[config.mk]
export PLATFORM = sky130hd
export DESIGN_NAME = erb_center_frequency_generator_top
export DESIGN_NICKNAME = d
export VERILOG_FILES = /design/src/hw/rtl/erbcf_pkg.sv /design/src/hw/rtl/erbcf_ctrl.sv /design/src/hw/rtl/erbcf_dpath.sv /design/src/hw/rtl/erb_center_frequency_generator_top.sv
export SDC_FILE = /design/constraint.sdc
export NUM_CORES = 2
export LEC_CHECK = 0
export BUFFER_PORTS_ARGS = -buffer_cell sky130_fd_sc_hd__buf_4
export CORE_MARGIN = 2
export CORE_UTILIZATION = 70
export DETAILED_ROUTE_END_ITERATION = 8
export PLACE_DENSITY = 0.87
export SLEW_MARGIN = 25
export SYNTH_ARGS = -nofsm -noshare
export SYNTH_HDL_FRONTEND = slang
export SYNTH_SLANG_ARGS = --single-unit
[constraint.sdc]
create_clock -name i_clk -period 19 [get_ports i_clk]
set_input_delay 3.8 -clock i_clk [delete_from_list [all_inputs] [get_ports i_clk]]
set_output_delay 3.8 -clock i_clk [all_outputs]
set_load 0.01 [all_outputs]
[src/hw/rtl/erbcf_pkg.sv]
// Package for the ERB-rate center frequency generator.
// Holds the request and result types, controller codes and fixed-point constants.
// Used by erbcf_ctrl, erbcf_dpath and the top level.
package erbcf_pkg;

    typedef struct packed {
        logic [6:0]  channel_count;
        logic [19:0] low_frequency;
        logic [19:0] high_frequency;
    } t_request;

    typedef struct packed {
        logic [5:0]  channel_index;
        logic [19:0] center_frequency;
        logic        last_channel;
    } t_result;

    typedef enum logic [4:0] {
        OP_NOP,
        OP_LOAD,
        OP_LOG_MUL,
        OP_LOG_NORM,
        OP_SQ_MUL,
        OP_SQ_UPD,
        OP_ERB_MUL,
        OP_ERB_STORE,
        OP_SPAN,
        OP_NUM_MUL,
        OP_NUM,
        OP_DIV_STEP,
        OP_EPT,
        OP_TL_MUL,
        OP_TL_ACC,
        OP_TH_MUL,
        OP_TH_ACC,
        OP_Z_MUL,
        OP_Z,
        OP_TERM_MUL,
        OP_TERM_X,
        OP_DK_MUL,
        OP_DK,
        OP_V,
        OP_HZ_MUL,
        OP_OUT
    } t_op;

    typedef enum logic [4:0] {
        S_IDLE,
        S_CHECK,
        S_LOG_MUL,
        S_LOG_NORM,
        S_SQ_MUL,
        S_SQ_UPD,
        S_ERB_MUL,
        S_ERB_STORE,
        S_SPAN,
        S_NUM_MUL,
        S_NUM,
        S_DIV,
        S_EPT,
        S_TL_MUL,
        S_TL_ACC,
        S_TH_MUL,
        S_TH_ACC,
        S_Z_MUL,
        S_Z,
        S_TERM_MUL,
        S_TERM_X,
        S_DK_MUL,
        S_DK,
        S_V,
        S_HZ_MUL,
        S_OUT
    } t_state;

    typedef struct packed {
        t_op        op;
        logic       sel_hi;
        logic [4:0] k;
    } t_cmd;

    typedef struct packed {
        logic n_zero;
        logic last;
    } t_status;

    localparam int SQ_STEPS    = 28;
    localparam int DIV_STEPS   = 31;
    localparam int TERMS_LAST  = 23;

    localparam logic [24:0] COEF_Q32         = 25'd18769007;
    localparam logic [30:0] ERB_PER_LOG2_Q28 = 31'd1729272457;
    localparam logic [37:0] LOG2_PER_ERB_Q40 = 38'd170677503129;
    localparam logic [29:0] LN2_Q30          = 30'd744261118;
    localparam logic [29:0] HZ_SCALE_Q18     = 30'd959794966;
    localparam logic [19:0] FREQ_MAX         = 20'hFFFFF;

    // floor((2^32 - 1) / k) for the series divisors.
    function automatic logic [31:0] recip(input logic [4:0] k);
        logic [31:0] r;
        case (k)
            5'd1:    r = 32'd4294967295;
            5'd2:    r = 32'd2147483647;
            5'd3:    r = 32'd1431655765;
            5'd4:    r = 32'd1073741823;
            5'd5:    r = 32'd858993459;
            5'd6:    r = 32'd715827882;
            5'd7:    r = 32'd613566756;
            5'd8:    r = 32'd536870911;
            5'd9:    r = 32'd477218588;
            5'd10:   r = 32'd429496729;
            5'd11:   r = 32'd390451572;
            5'd12:   r = 32'd357913941;
            5'd13:   r = 32'd330382099;
            5'd14:   r = 32'd306783378;
            5'd15:   r = 32'd286331153;
            5'd16:   r = 32'd268435455;
            5'd17:   r = 32'd252645135;
            5'd18:   r = 32'd238609294;
            5'd19:   r = 32'd226050910;
            5'd20:   r = 32'd214748364;
            5'd21:   r = 32'd204522252;
            5'd22:   r = 32'd195225786;
            5'd23:   r = 32'd186737708;
            default: r = 32'd0;
        endcase
        return r;
    endfunction

endpackage

[src/hw/rtl/erbcf_ctrl.sv]
// Sequencer for the ERB-rate center frequency generator.
// Steps the datapath through log, span division and exponential per channel.
// Depends on erbcf_pkg.
module erbcf_ctrl (
    input  logic              i_clk,
    input  logic              i_rst_n,
    input  logic              i_start,
    input  erbcf_pkg::t_status i_status,
    output erbcf_pkg::t_cmd   o_cmd,
    output logic              o_busy
);

    erbcf_pkg::t_state r_state, n_state;
    logic [4:0] r_cnt, n_cnt;
    logic       r_sel, n_sel;
    logic [4:0] r_k, n_k;

    always_ff @(posedge i_clk) begin
        if (!i_rst_n) begin
            r_state <= erbcf_pkg::S_IDLE;
            r_cnt   <= '0;
            r_sel   <= 1'b0;
            r_k     <= 5'd1;
        end else begin
            r_state <= n_state;
            r_cnt   <= n_cnt;
            r_sel   <= n_sel;
            r_k     <= n_k;
        end
    end

    always_comb begin
        n_state = r_state;
        n_cnt   = r_cnt;
        n_sel   = r_sel;
        n_k     = r_k;
        case (r_state)
            erbcf_pkg::S_IDLE: begin
                if (i_start) begin
                    n_state = erbcf_pkg::S_CHECK;
                end
            end
            erbcf_pkg::S_CHECK: begin
                n_sel = 1'b0;
                if (i_status.n_zero) begin
                    n_state = erbcf_pkg::S_IDLE;
                end else begin
                    n_state = erbcf_pkg::S_LOG_MUL;
                end
            end
            erbcf_pkg::S_LOG_MUL:  n_state = erbcf_pkg::S_LOG_NORM;
            erbcf_pkg::S_LOG_NORM: begin
                n_cnt   = '0;
                n_state = erbcf_pkg::S_SQ_MUL;
            end
            erbcf_pkg::S_SQ_MUL:   n_state = erbcf_pkg::S_SQ_UPD;
            erbcf_pkg::S_SQ_UPD: begin
                n_cnt = r_cnt + 5'd1;
                if (r_cnt == 5'(erbcf_pkg::SQ_STEPS - 1)) begin
                    n_state = erbcf_pkg::S_ERB_MUL;
                end else begin
                    n_state = erbcf_pkg::S_SQ_MUL;
                end
            end
            erbcf_pkg::S_ERB_MUL:  n_state = erbcf_pkg::S_ERB_STORE;
            erbcf_pkg::S_ERB_STORE: begin
                if (r_sel) begin
                    n_state = erbcf_pkg::S_SPAN;
                end else begin
                    n_sel   = 1'b1;
                    n_state = erbcf_pkg::S_LOG_MUL;
                end
            end
            erbcf_pkg::S_SPAN:     n_state = erbcf_pkg::S_NUM_MUL;
            erbcf_pkg::S_NUM_MUL:  n_state = erbcf_pkg::S_NUM;
            erbcf_pkg::S_NUM: begin
                n_cnt   = '0;
                n_state = erbcf_pkg::S_DIV;
            end
            erbcf_pkg::S_DIV: begin
                n_cnt = r_cnt + 5'd1;
                if (r_cnt == 5'(erbcf_pkg::DIV_STEPS - 1)) begin
                    n_state = erbcf_pkg::S_EPT;
                end
            end
            erbcf_pkg::S_EPT:      n_state = erbcf_pkg::S_TL_MUL;
            erbcf_pkg::S_TL_MUL:   n_state = erbcf_pkg::S_TL_ACC;
            erbcf_pkg::S_TL_ACC:   n_state = erbcf_pkg::S_TH_MUL;
            erbcf_pkg::S_TH_MUL:   n_state = erbcf_pkg::S_TH_ACC;
            erbcf_pkg::S_TH_ACC:   n_state = erbcf_pkg::S_Z_MUL;
            erbcf_pkg::S_Z_MUL:    n_state = erbcf_pkg::S_Z;
            erbcf_pkg::S_Z: begin
                n_k     = 5'd1;
                n_state = erbcf_pkg::S_TERM_MUL;
            end
            erbcf_pkg::S_TERM_MUL: n_state = erbcf_pkg::S_TERM_X;
            erbcf_pkg::S_TERM_X:   n_state = erbcf_pkg::S_DK_MUL;
            erbcf_pkg::S_DK_MUL:   n_state = erbcf_pkg::S_DK;
            erbcf_pkg::S_DK: begin
                if (r_k == 5'(erbcf_pkg::TERMS_LAST)) begin
                    n_state = erbcf_pkg::S_V;
                end else begin
                    n_k     = r_k + 5'd1;
                    n_state = erbcf_pkg::S_TERM_MUL;
                end
            end
            erbcf_pkg::S_V:        n_state = erbcf_pkg::S_HZ_MUL;
            erbcf_pkg::S_HZ_MUL:   n_state = erbcf_pkg::S_OUT;
            erbcf_pkg::S_OUT: begin
                if (i_status.last) begin
                    n_state = erbcf_pkg::S_IDLE;
                end else begin
                    n_state = erbcf_pkg::S_NUM_MUL;
                end
            end
            default:               n_state = erbcf_pkg::S_IDLE;
        endcase
    end

    always_comb begin
        o_cmd.sel_hi = r_sel;
        o_cmd.k      = r_k;
        o_busy       = (r_state != erbcf_pkg::S_IDLE);
        case (r_state)
            erbcf_pkg::S_IDLE:      o_cmd.op = i_start ? erbcf_pkg::OP_LOAD : erbcf_pkg::OP_NOP;
            erbcf_pkg::S_LOG_MUL:   o_cmd.op = erbcf_pkg::OP_LOG_MUL;
            erbcf_pkg::S_LOG_NORM:  o_cmd.op = erbcf_pkg::OP_LOG_NORM;
            erbcf_pkg::S_SQ_MUL:    o_cmd.op = erbcf_pkg::OP_SQ_MUL;
            erbcf_pkg::S_SQ_UPD:    o_cmd.op = erbcf_pkg::OP_SQ_UPD;
            erbcf_pkg::S_ERB_MUL:   o_cmd.op = erbcf_pkg::OP_ERB_MUL;
            erbcf_pkg::S_ERB_STORE: o_cmd.op = erbcf_pkg::OP_ERB_STORE;
            erbcf_pkg::S_SPAN:      o_cmd.op = erbcf_pkg::OP_SPAN;
            erbcf_pkg::S_NUM_MUL:   o_cmd.op = erbcf_pkg::OP_NUM_MUL;
            erbcf_pkg::S_NUM:       o_cmd.op = erbcf_pkg::OP_NUM;
            erbcf_pkg::S_DIV:       o_cmd.op = erbcf_pkg::OP_DIV_STEP;
            erbcf_pkg::S_EPT:       o_cmd.op = erbcf_pkg::OP_EPT;
            erbcf_pkg::S_TL_MUL:    o_cmd.op = erbcf_pkg::OP_TL_MUL;
            erbcf_pkg::S_TL_ACC:    o_cmd.op = erbcf_pkg::OP_TL_ACC;
            erbcf_pkg::S_TH_MUL:    o_cmd.op = erbcf_pkg::OP_TH_MUL;
            erbcf_pkg::S_TH_ACC:    o_cmd.op = erbcf_pkg::OP_TH_ACC;
            erbcf_pkg::S_Z_MUL:     o_cmd.op = erbcf_pkg::OP_Z_MUL;
            erbcf_pkg::S_Z:         o_cmd.op = erbcf_pkg::OP_Z;
            erbcf_pkg::S_TERM_MUL:  o_cmd.op = erbcf_pkg::OP_TERM_MUL;
            erbcf_pkg::S_TERM_X:    o_cmd.op = erbcf_pkg::OP_TERM_X;
            erbcf_pkg::S_DK_MUL:    o_cmd.op = erbcf_pkg::OP_DK_MUL;
            erbcf_pkg::S_DK:        o_cmd.op = erbcf_pkg::OP_DK;
            erbcf_pkg::S_V:         o_cmd.op = erbcf_pkg::OP_V;
            erbcf_pkg::S_HZ_MUL:    o_cmd.op = erbcf_pkg::OP_HZ_MUL;
            erbcf_pkg::S_OUT:       o_cmd.op = erbcf_pkg::OP_OUT;
            default:                o_cmd.op = erbcf_pkg::OP_NOP;
        endcase
    end

endmodule

[src/hw/rtl/erbcf_dpath.sv]
// Datapath of the ERB-rate center frequency generator.
// One shared registered multiplier, a bit-serial divider and the working registers.
// Depends on erbcf_pkg.
module erbcf_dpath #(
    parameter int MAX_CHANNELS = 64
) (
    input  logic                i_clk,
    input  logic                i_rst_n,
    input  erbcf_pkg::t_cmd     i_cmd,
    input  erbcf_pkg::t_request i_request,
    output erbcf_pkg::t_status  o_status,
    output erbcf_pkg::t_result  o_result,
    output logic                o_strobe
);

    logic [6:0]  r_n;
    logic [19:0] r_f_lo, r_f_hi;
    logic [5:0]  r_i;
    logic [64:0] r_p;
    logic [32:0] mul_a;
    logic [31:0] mul_b;

    logic [30:0] r_y;
    logic [3:0]  r_pm;
    logic [27:0] r_frac;
    logic [22:0] r_e_lo, r_e_hi;
    logic signed [23:0] r_d;

    logic [30:0] r_quo;
    logic [6:0]  r_rem;
    logic        r_neg;

    logic [24:0] r_e;
    logic        r_zero, r_big, r_low;
    logic [43:0] r_acc;
    logic [3:0]  r_sh;
    logic [27:0] r_r;
    logic [29:0] r_z;
    logic [30:0] r_term;
    logic [29:0] r_x;
    logic [31:0] r_sum;
    logic [32:0] r_vm;
    erbcf_pkg::t_result r_result;
    logic        r_strobe;

    logic [22:0] d_mag;
    logic [45:0] log_x;
    logic [3:0]  log_pm;
    logic [31:0] sq_s;
    logic [63:0] erb_rnd;
    logic signed [32:0] num_s;
    logic [7:0]  div_den, div_sh;
    logic signed [32:0] e_wide, q_s;
    logic [61:0] t_sum;
    logic [33:0] t_val;
    logic [29:0] dk_q;
    logic [34:0] dk_rem;
    logic [39:0] v_sh;
    logic [33:0] v_val;
    logic [64:0] hz_rnd;
    logic [22:0] hz_res;
    logic [19:0] freq;

    assign d_mag   = r_d[23] ? 23'(-r_d) : r_d[22:0];
    assign div_den = {r_n, 1'b0};
    assign div_sh  = {r_rem, r_quo[30]};

    // Leading-one search over the few possible exponent positions.
    always_comb begin
        log_x  = 46'(64'd1 << 36) + r_p[45:0];
        log_pm = '0;
        for (int j = 0; j < 10; j++) begin
            if (log_x[36 + j]) begin
                log_pm = 4'(j);
            end
        end
    end

    assign sq_s    = r_p[61:30];
    assign erb_rnd = r_p[63:0] + (64'd1 << 39);
    assign num_s   = r_d[23] ? (33'(r_n) - 33'(r_p[29:0])) : (33'(r_p[29:0]) + 33'(r_n));
    assign q_s     = r_neg ? -(33'(r_quo) + 33'(r_rem != '0)) : 33'(r_quo);
    assign e_wide  = 33'(r_e_lo) + q_s;
    assign t_sum   = 62'(r_acc) + {r_p[41:0], 20'd0};
    assign t_val   = t_sum[61:28];
    assign dk_q    = r_p[61:32];
    assign dk_rem  = 35'(r_x) - (35'(dk_q) * 35'(i_cmd.k));
    assign v_sh    = 40'(r_sum) << r_sh;
    assign v_val   = v_sh[39:6];
    assign hz_rnd  = r_p + (65'd1 << 41);
    assign hz_res  = hz_rnd[64:42];

    always_comb begin
        if (r_zero) begin
            freq = '0;
        end else if (r_big) begin
            freq = erbcf_pkg::FREQ_MAX;
        end else if (r_low) begin
            freq = '0;
        end else if (hz_res > 23'(erbcf_pkg::FREQ_MAX)) begin
            freq = erbcf_pkg::FREQ_MAX;
        end else begin
            freq = hz_res[19:0];
        end
    end

    always_comb begin
        mul_a = '0;
        mul_b = '0;
        case (i_cmd.op)
            erbcf_pkg::OP_LOG_MUL: begin
                mul_a = 33'(i_cmd.sel_hi ? r_f_hi : r_f_lo);
                mul_b = 32'(erbcf_pkg::COEF_Q32);
            end
            erbcf_pkg::OP_SQ_MUL: begin
                mul_a = 33'(r_y);
                mul_b = 32'(r_y);
            end
            erbcf_pkg::OP_ERB_MUL: begin
                mul_a = {1'b0, r_pm, r_frac};
                mul_b = 32'(erbcf_pkg::ERB_PER_LOG2_Q28);
            end
            erbcf_pkg::OP_NUM_MUL: begin
                mul_a = 33'(d_mag);
                mul_b = 32'({r_i, 1'b1});
            end
            erbcf_pkg::OP_TL_MUL: begin
                mul_a = 33'(r_e[22:0]);
                mul_b = 32'(erbcf_pkg::LOG2_PER_ERB_Q40[19:0]);
            end
            erbcf_pkg::OP_TH_MUL: begin
                mul_a = 33'(r_e[22:0]);
                mul_b = 32'(erbcf_pkg::LOG2_PER_ERB_Q40[37:20]);
            end
            erbcf_pkg::OP_Z_MUL: begin
                mul_a = 33'(r_r);
                mul_b = 32'(erbcf_pkg::LN2_Q30);
            end
            erbcf_pkg::OP_TERM_MUL: begin
                mul_a = 33'(r_term);
                mul_b = 32'(r_z);
            end
            erbcf_pkg::OP_DK_MUL: begin
                mul_a = 33'(r_x);
                mul_b = erbcf_pkg::recip(i_cmd.k);
            end
            erbcf_pkg::OP_HZ_MUL: begin
                mul_a = r_vm;
                mul_b = 32'(erbcf_pkg::HZ_SCALE_Q18);
            end
            default: begin
                mul_a = '0;
                mul_b = '0;
            end
        endcase
    end

    always_ff @(posedge i_clk) begin
        r_p <= 65'(mul_a) * 65'(mul_b);
        case (i_cmd.op)
            erbcf_pkg::OP_LOAD: begin
                r_n    <= (i_request.channel_count > 7'(MAX_CHANNELS)) ?
                          7'(MAX_CHANNELS) : i_request.channel_count;
                r_f_lo <= i_request.low_frequency;
                r_f_hi <= i_request.high_frequency;
            end
            erbcf_pkg::OP_LOG_NORM: begin
                r_y    <= 31'(log_x >> (log_pm + 4'd6));
                r_pm   <= log_pm;
                r_frac <= '0;
            end
            erbcf_pkg::OP_SQ_UPD: begin
                r_frac <= {r_frac[26:0], sq_s[31]};
                r_y    <= sq_s[31] ? sq_s[31:1] : sq_s[30:0];
            end
            erbcf_pkg::OP_ERB_STORE: begin
                if (i_cmd.sel_hi) begin
                    r_e_hi <= erb_rnd[62:40];
                end else begin
                    r_e_lo <= erb_rnd[62:40];
                end
            end
            erbcf_pkg::OP_SPAN: begin
                r_d <= $signed({1'b0, r_e_hi}) - $signed({1'b0, r_e_lo});
                r_i <= '0;
            end
            erbcf_pkg::OP_NUM: begin
                r_neg <= num_s[32];
                r_quo <= num_s[32] ? 31'(-num_s) : num_s[30:0];
                r_rem <= '0;
            end
            erbcf_pkg::OP_DIV_STEP: begin
                if (div_sh >= div_den) begin
                    r_rem <= 7'(div_sh - div_den);
                    r_quo <= {r_quo[29:0], 1'b1};
                end else begin
                    r_rem <= div_sh[6:0];
                    r_quo <= {r_quo[29:0], 1'b0};
                end
            end
            erbcf_pkg::OP_EPT: begin
                r_e    <= e_wide[24:0];
                r_zero <= (e_wide <= 33'sd0);
                r_big  <= (e_wide >= 33'sd8388608);
            end
            erbcf_pkg::OP_TL_ACC: begin
                r_acc <= r_p[43:0] + (44'd1 << 27);
            end
            erbcf_pkg::OP_TH_ACC: begin
                r_sh <= t_val[31:28];
                r_r  <= t_val[27:0];
                if (t_val[33:28] > 6'd8) begin
                    r_big <= 1'b1;
                end
            end
            erbcf_pkg::OP_Z: begin
                r_z    <= r_p[57:28];
                r_sum  <= 32'd1 << 30;
                r_term <= 31'd1 << 30;
            end
            erbcf_pkg::OP_TERM_X: begin
                r_x <= r_p[59:30];
            end
            erbcf_pkg::OP_DK: begin
                // The reciprocal estimate is at most one short.
                if (dk_rem >= 35'(i_cmd.k)) begin
                    r_term <= 31'(dk_q) + 31'd1;
                    r_sum  <= r_sum + 32'(dk_q) + 32'd1;
                end else begin
                    r_term <= 31'(dk_q);
                    r_sum  <= r_sum + 32'(dk_q);
                end
            end
            erbcf_pkg::OP_V: begin
                r_low <= (v_val <= 34'(24'd0) + (34'd1 << 24));
                r_vm  <= 33'(v_val - (34'd1 << 24));
            end
            erbcf_pkg::OP_OUT: begin
                r_result.channel_index    <= r_i;
                r_result.center_frequency <= freq;
                r_result.last_channel     <= o_status.last;
                r_i                       <= r_i + 6'd1;
            end
            default: begin
            end
        endcase
    end

    always_ff @(posedge i_clk) begin
        if (!i_rst_n) begin
            r_strobe <= 1'b0;
        end else begin
            r_strobe <= (i_cmd.op == erbcf_pkg::OP_OUT);
        end
    end

    assign o_status.n_zero = (r_n == '0);
    assign o_status.last   = ({1'b0, r_i} == (r_n - 7'd1));
    assign o_result        = r_result;
    assign o_strobe        = r_strobe;

endmodule

[src/hw/rtl/erb_center_frequency_generator_top.sv]
// ERB-rate center frequency generator: one request gives one result per channel, with
// channel_count saturated at MAX_CHANNELS. Busy stays high while the request runs: first
// two 28-step log loops, then per channel a 31-step divide and a 23-term exponential
// series, each term passing through the TERM_MUL, TERM_X, DK_MUL and DK states. Results
// come one channel at a time; busy falls as the last one appears on o_strobe.
// Results appear for one cycle on o_strobe. Synchronous active-low reset returns to idle.
module erb_center_frequency_generator_top #(
    parameter int MAX_CHANNELS = 64
) (
    input  logic                i_clk,
    input  logic                i_rst_n,
    input  logic                start,
    output logic                busy,
    input  erbcf_pkg::t_request i_request,
    output erbcf_pkg::t_result  o_result,
    output logic                o_strobe
);

    erbcf_pkg::t_cmd    cmd;
    erbcf_pkg::t_status status;

    erbcf_ctrl u_ctrl (
        .i_clk    (i_clk),
        .i_rst_n  (i_rst_n),
        .i_start  (start),
        .i_status (status),
        .o_cmd    (cmd),
        .o_busy   (busy)
    );

    erbcf_dpath #(
        .MAX_CHANNELS (MAX_CHANNELS)
    ) u_dpath (
        .i_clk     (i_clk),
        .i_rst_n   (i_rst_n),
        .i_cmd     (cmd),
        .i_request (i_request),
        .o_status  (status),
        .o_result  (o_result),
        .o_strobe  (o_strobe)
    );

endmodule
==> results.ini <==
[sta]
slew_viol_final = 0
whs_ns = 0.5457
post-route-min-period_ns = 12.76
period_share_pct = 67.15
setup_violations = 0
max_clock_freq_mhz = 78.37
tns_ns = 0
tightest_slew_ns = 1.241
rsz0062_at_grt = no
relSlewSlack_pct = 17.05
hold_viol = 0
skew_ns = 0.06801

[routing]
wirelength_microns = 279900
vias_per_cell = 6.775
ant_nets = 0
wl_per_cell_microns = 28.27
firstDrtPassIters = 9
drtIter0Drc = 9248
num_vias = 67083
drc_errors = 3

[yosys]
synthFlopType = edfxtp_1
synth.area.top_cells = fa_1 27%, edfxtp_1 19%, ha_1 7.5%
yosysWarnings = 0
synth-edff-count = 490
yosysMostFrequentCell = nand2_1
synth_top_area_share_pct = 27.16
async_flop_share_pct = 0
synth.avg_cell_area_sq_um = 8.987
yosysSeqAreaShare_pct = 22.06
syn_inst = 8562
synth_seq_cells = 603
netlist_area_sq_um = 76940
synth_cell_types = 98
synth_top_area_cell = fa_1
yosys-top-cells-count = 1221 x nand2_1, 1200 x inv_1, 1044 x fa_1

[clock_network]
cts_resized = 0
clkSlewWorstSetupHoldPaths_ns = 0.07
root_buffer = clkbuf_16
post_cts_buffers = 0
cts_tree = done
numCtsBuffers = 59
clockBufferDepth = 3
numClockSinks = 603
holdBufCountCts = 0
htreeDepth = 2
clk_latency_ns = 0.74

[die]
io-pin-count = 79
die_h_microns = 335.5
start_util_pct = 70.59
core_region_area_sq_um = 109000
rows = 121
die_x_microns = 335.5
die-area_sq_um = 112600

[global_route]
grt_pass1_vias = 67153
overflow = 0
antenna_found_initial = 18
grt_max_degree = 64
grt_pass1_wl_microns = 412900
globalRouteTotalUtil_pct = 50.06

[layout]
nFillCells = 7730
drive_above_1_share_pct = 5.784
layout.nets = 9979
final_core_util_pct = 74.46
area_growth_pct = 5.483

[worst_setup_path]
r2r-start = u_dpath.r_d[9]
crit_path_top_delay_cell = a2111oi_1
critPathArrivalTime_ns = 13.41
crit_path_end_kind = flop
start_kind = flop
rr_worst_depth = 34
crit_buf_inv = 6
cpPeakStageDelay_ns = 1.15
crit-reg2reg-capture = u_dpath.r_p[62]
critPathTopFamily = adder cells
rrSetupSlack_ns = 6.24
crit_top_cell = fa_1
worstPathRequired_ns = 19.65
worst-path-max-fanout = 8
critPathKind = reg2reg

[run_status]
status = finished, violations left
failed_checks = design-rule violations

[hold_path]
whs_endpoint = u_dpath.r_acc[26]
hold_class = reg2reg
hold_start = u_dpath.r_p[26]
hold_path_depth = 0

[flow_run]
cap_violations = 0

[place]
dpl.hpwl_microns = 211000
port_buffers = 78
gp_congestion = 1.193

[power_and_ir_drop]
p_per_area_nw_per_um2 = 64.76
ir_drop_mv = 0.1157
leakagePower_nw = 35.37
p_total_mw = 5.256

-- where the power goes --
group / internal [mW] / switching (mW) / leakage (nW)
registers: 1.54 / 0.120 / 5.33
clock network: 0.666 / 0.584 / 0.957
logic: 0.771 / 1.57 / 29.1
total: 2.98 / 2.28 / 35.4
-- cell usage in the layout (no fill, tap or decap), types with 67 or more instances in the layout --
cell type,synthesis,final
a21o_1,90,90
a21oi_1,332,332
a22oi_1,67,67
and2_1,106,105
buf_4,3,242
dfxtp_1,113,112
edfxtp_1,490,490
fa_1,1044,1044
ha_1,464,464
inv_1,1200,1200
mux2i_1,181,181
nand2_1,1221,1221
nand3_1,143,141
nand4_1,84,84
nor2_1,867,852
nor3_1,101,99
o21ai_0,267,260
xnor2_1,263,262
xor2_1,148,148
-- metal layers --
| metal | track usage, % | share of wire (%) | up-vias |
|---|---|---|---|
| met3 | 20.37 | 17 | 1478 |
| met4 | 35.15 | 8.9 | 12 |
| li1 | - | - | 27756 |
| met5 | 0.08684 | 0.033 | - |
| met2 | 69.66 | 40 | 5566 |
| met1 | 63.45 | 34 | 32271 |
-- worst register-to-register path, delay by kind of cell, from the launching register on --
family / cells / cell delay (ns)
compound gates: 10 / 4.37
fa+ha+maj: 9 / 4.55
buf+inv: 6 / 0.31
xor+xnor: 2 / 0.44
simple gates: 7 / 2.58
flops: 1 / 0.45
-- layout make-up --
cell class / count / area [sq um] / share of cell area, %
multi-input cells: 6307 / 53970 / 66.49
well taps: 1414 / 1769 / 2.180
repair buffers: 246 / 1903 / 2.345
diodes: 15 / 37.54 / 0.04625
flip-flops and latches: 603 / 16980 / 20.92
clock buffers: 72 / 1568 / 1.932
clock inverters: 40 / 420.4 / 0.5180
inverters: 1204 / 4519 / 5.568
-- through the flow --
step	area, sq um	cells	setup WS [ns]
3_5_place_dp	79080	9772	6.924
5_1_grt	81120	9886	6.078
4_1_cts	81070	9884	6.865
6_report	81160	9901	6.241
3_3_place_gp	79020	9770	6.746
2_1_floorplan	77030	8584	8.538
-- kinds of logic after synthesis --
kind of cell    count (synthesis)  synth area share [%]
xor+xnor                      411                 4.678
compound gates               1236                 10.41
other cells                     2              0.009761
fa+ha+maj                    1508                 34.71
buf+inv                      1674                 8.266
mux                           219                 3.072
flops                         603                 22.06
simple gates                 2909                 16.79
-- registers in the layout (all words and copies together) (netlist names), 6 cells and up, named ones only --
register,count
u_dpath.r_term,31
u_dpath.r_x,30
u_dpath.r_e_hi,23
u_dpath.o_result,27
u_dpath.r_i,6
u_dpath.r_y,31
u_dpath.r_f_lo,20
u_dpath.r_e_lo,23
u_dpath.r_e,23
u_dpath.r_vm,33
u_dpath.r_z,30
u_dpath.r_quo,31
u_dpath.r_p,65
u_dpath.r_n,7
u_dpath.r_frac,28
u_dpath.r_sum,32
u_dpath.r_acc,24
u_dpath.r_rem,7
u_dpath.r_d,24
u_dpath.r_r,28
u_dpath.r_f_hi,20
-- worst max-delay path by stage --
stage	start	to	slack, ns	depth (start not counted)
after floorplan	u_dpath.r_d[23]	u_dpath.r_p[64]	8.54	38
after global placement	u_ctrl.r_state[4]	u_dpath.r_p[64]	6.75	33
after detailed placement	u_ctrl.r_state[2]	u_dpath.r_p[62]	6.92	35
after CTS	u_ctrl.r_state[4]	u_dpath.r_p[62]	6.87	33
after global routing	u_ctrl.r_state[4]	u_dpath.r_p[62]	6.08	34
final	u_dpath.r_d[9]	u_dpath.r_p[62]	6.24	34
No activity file was read; power rests on OpenSTA's default activity.
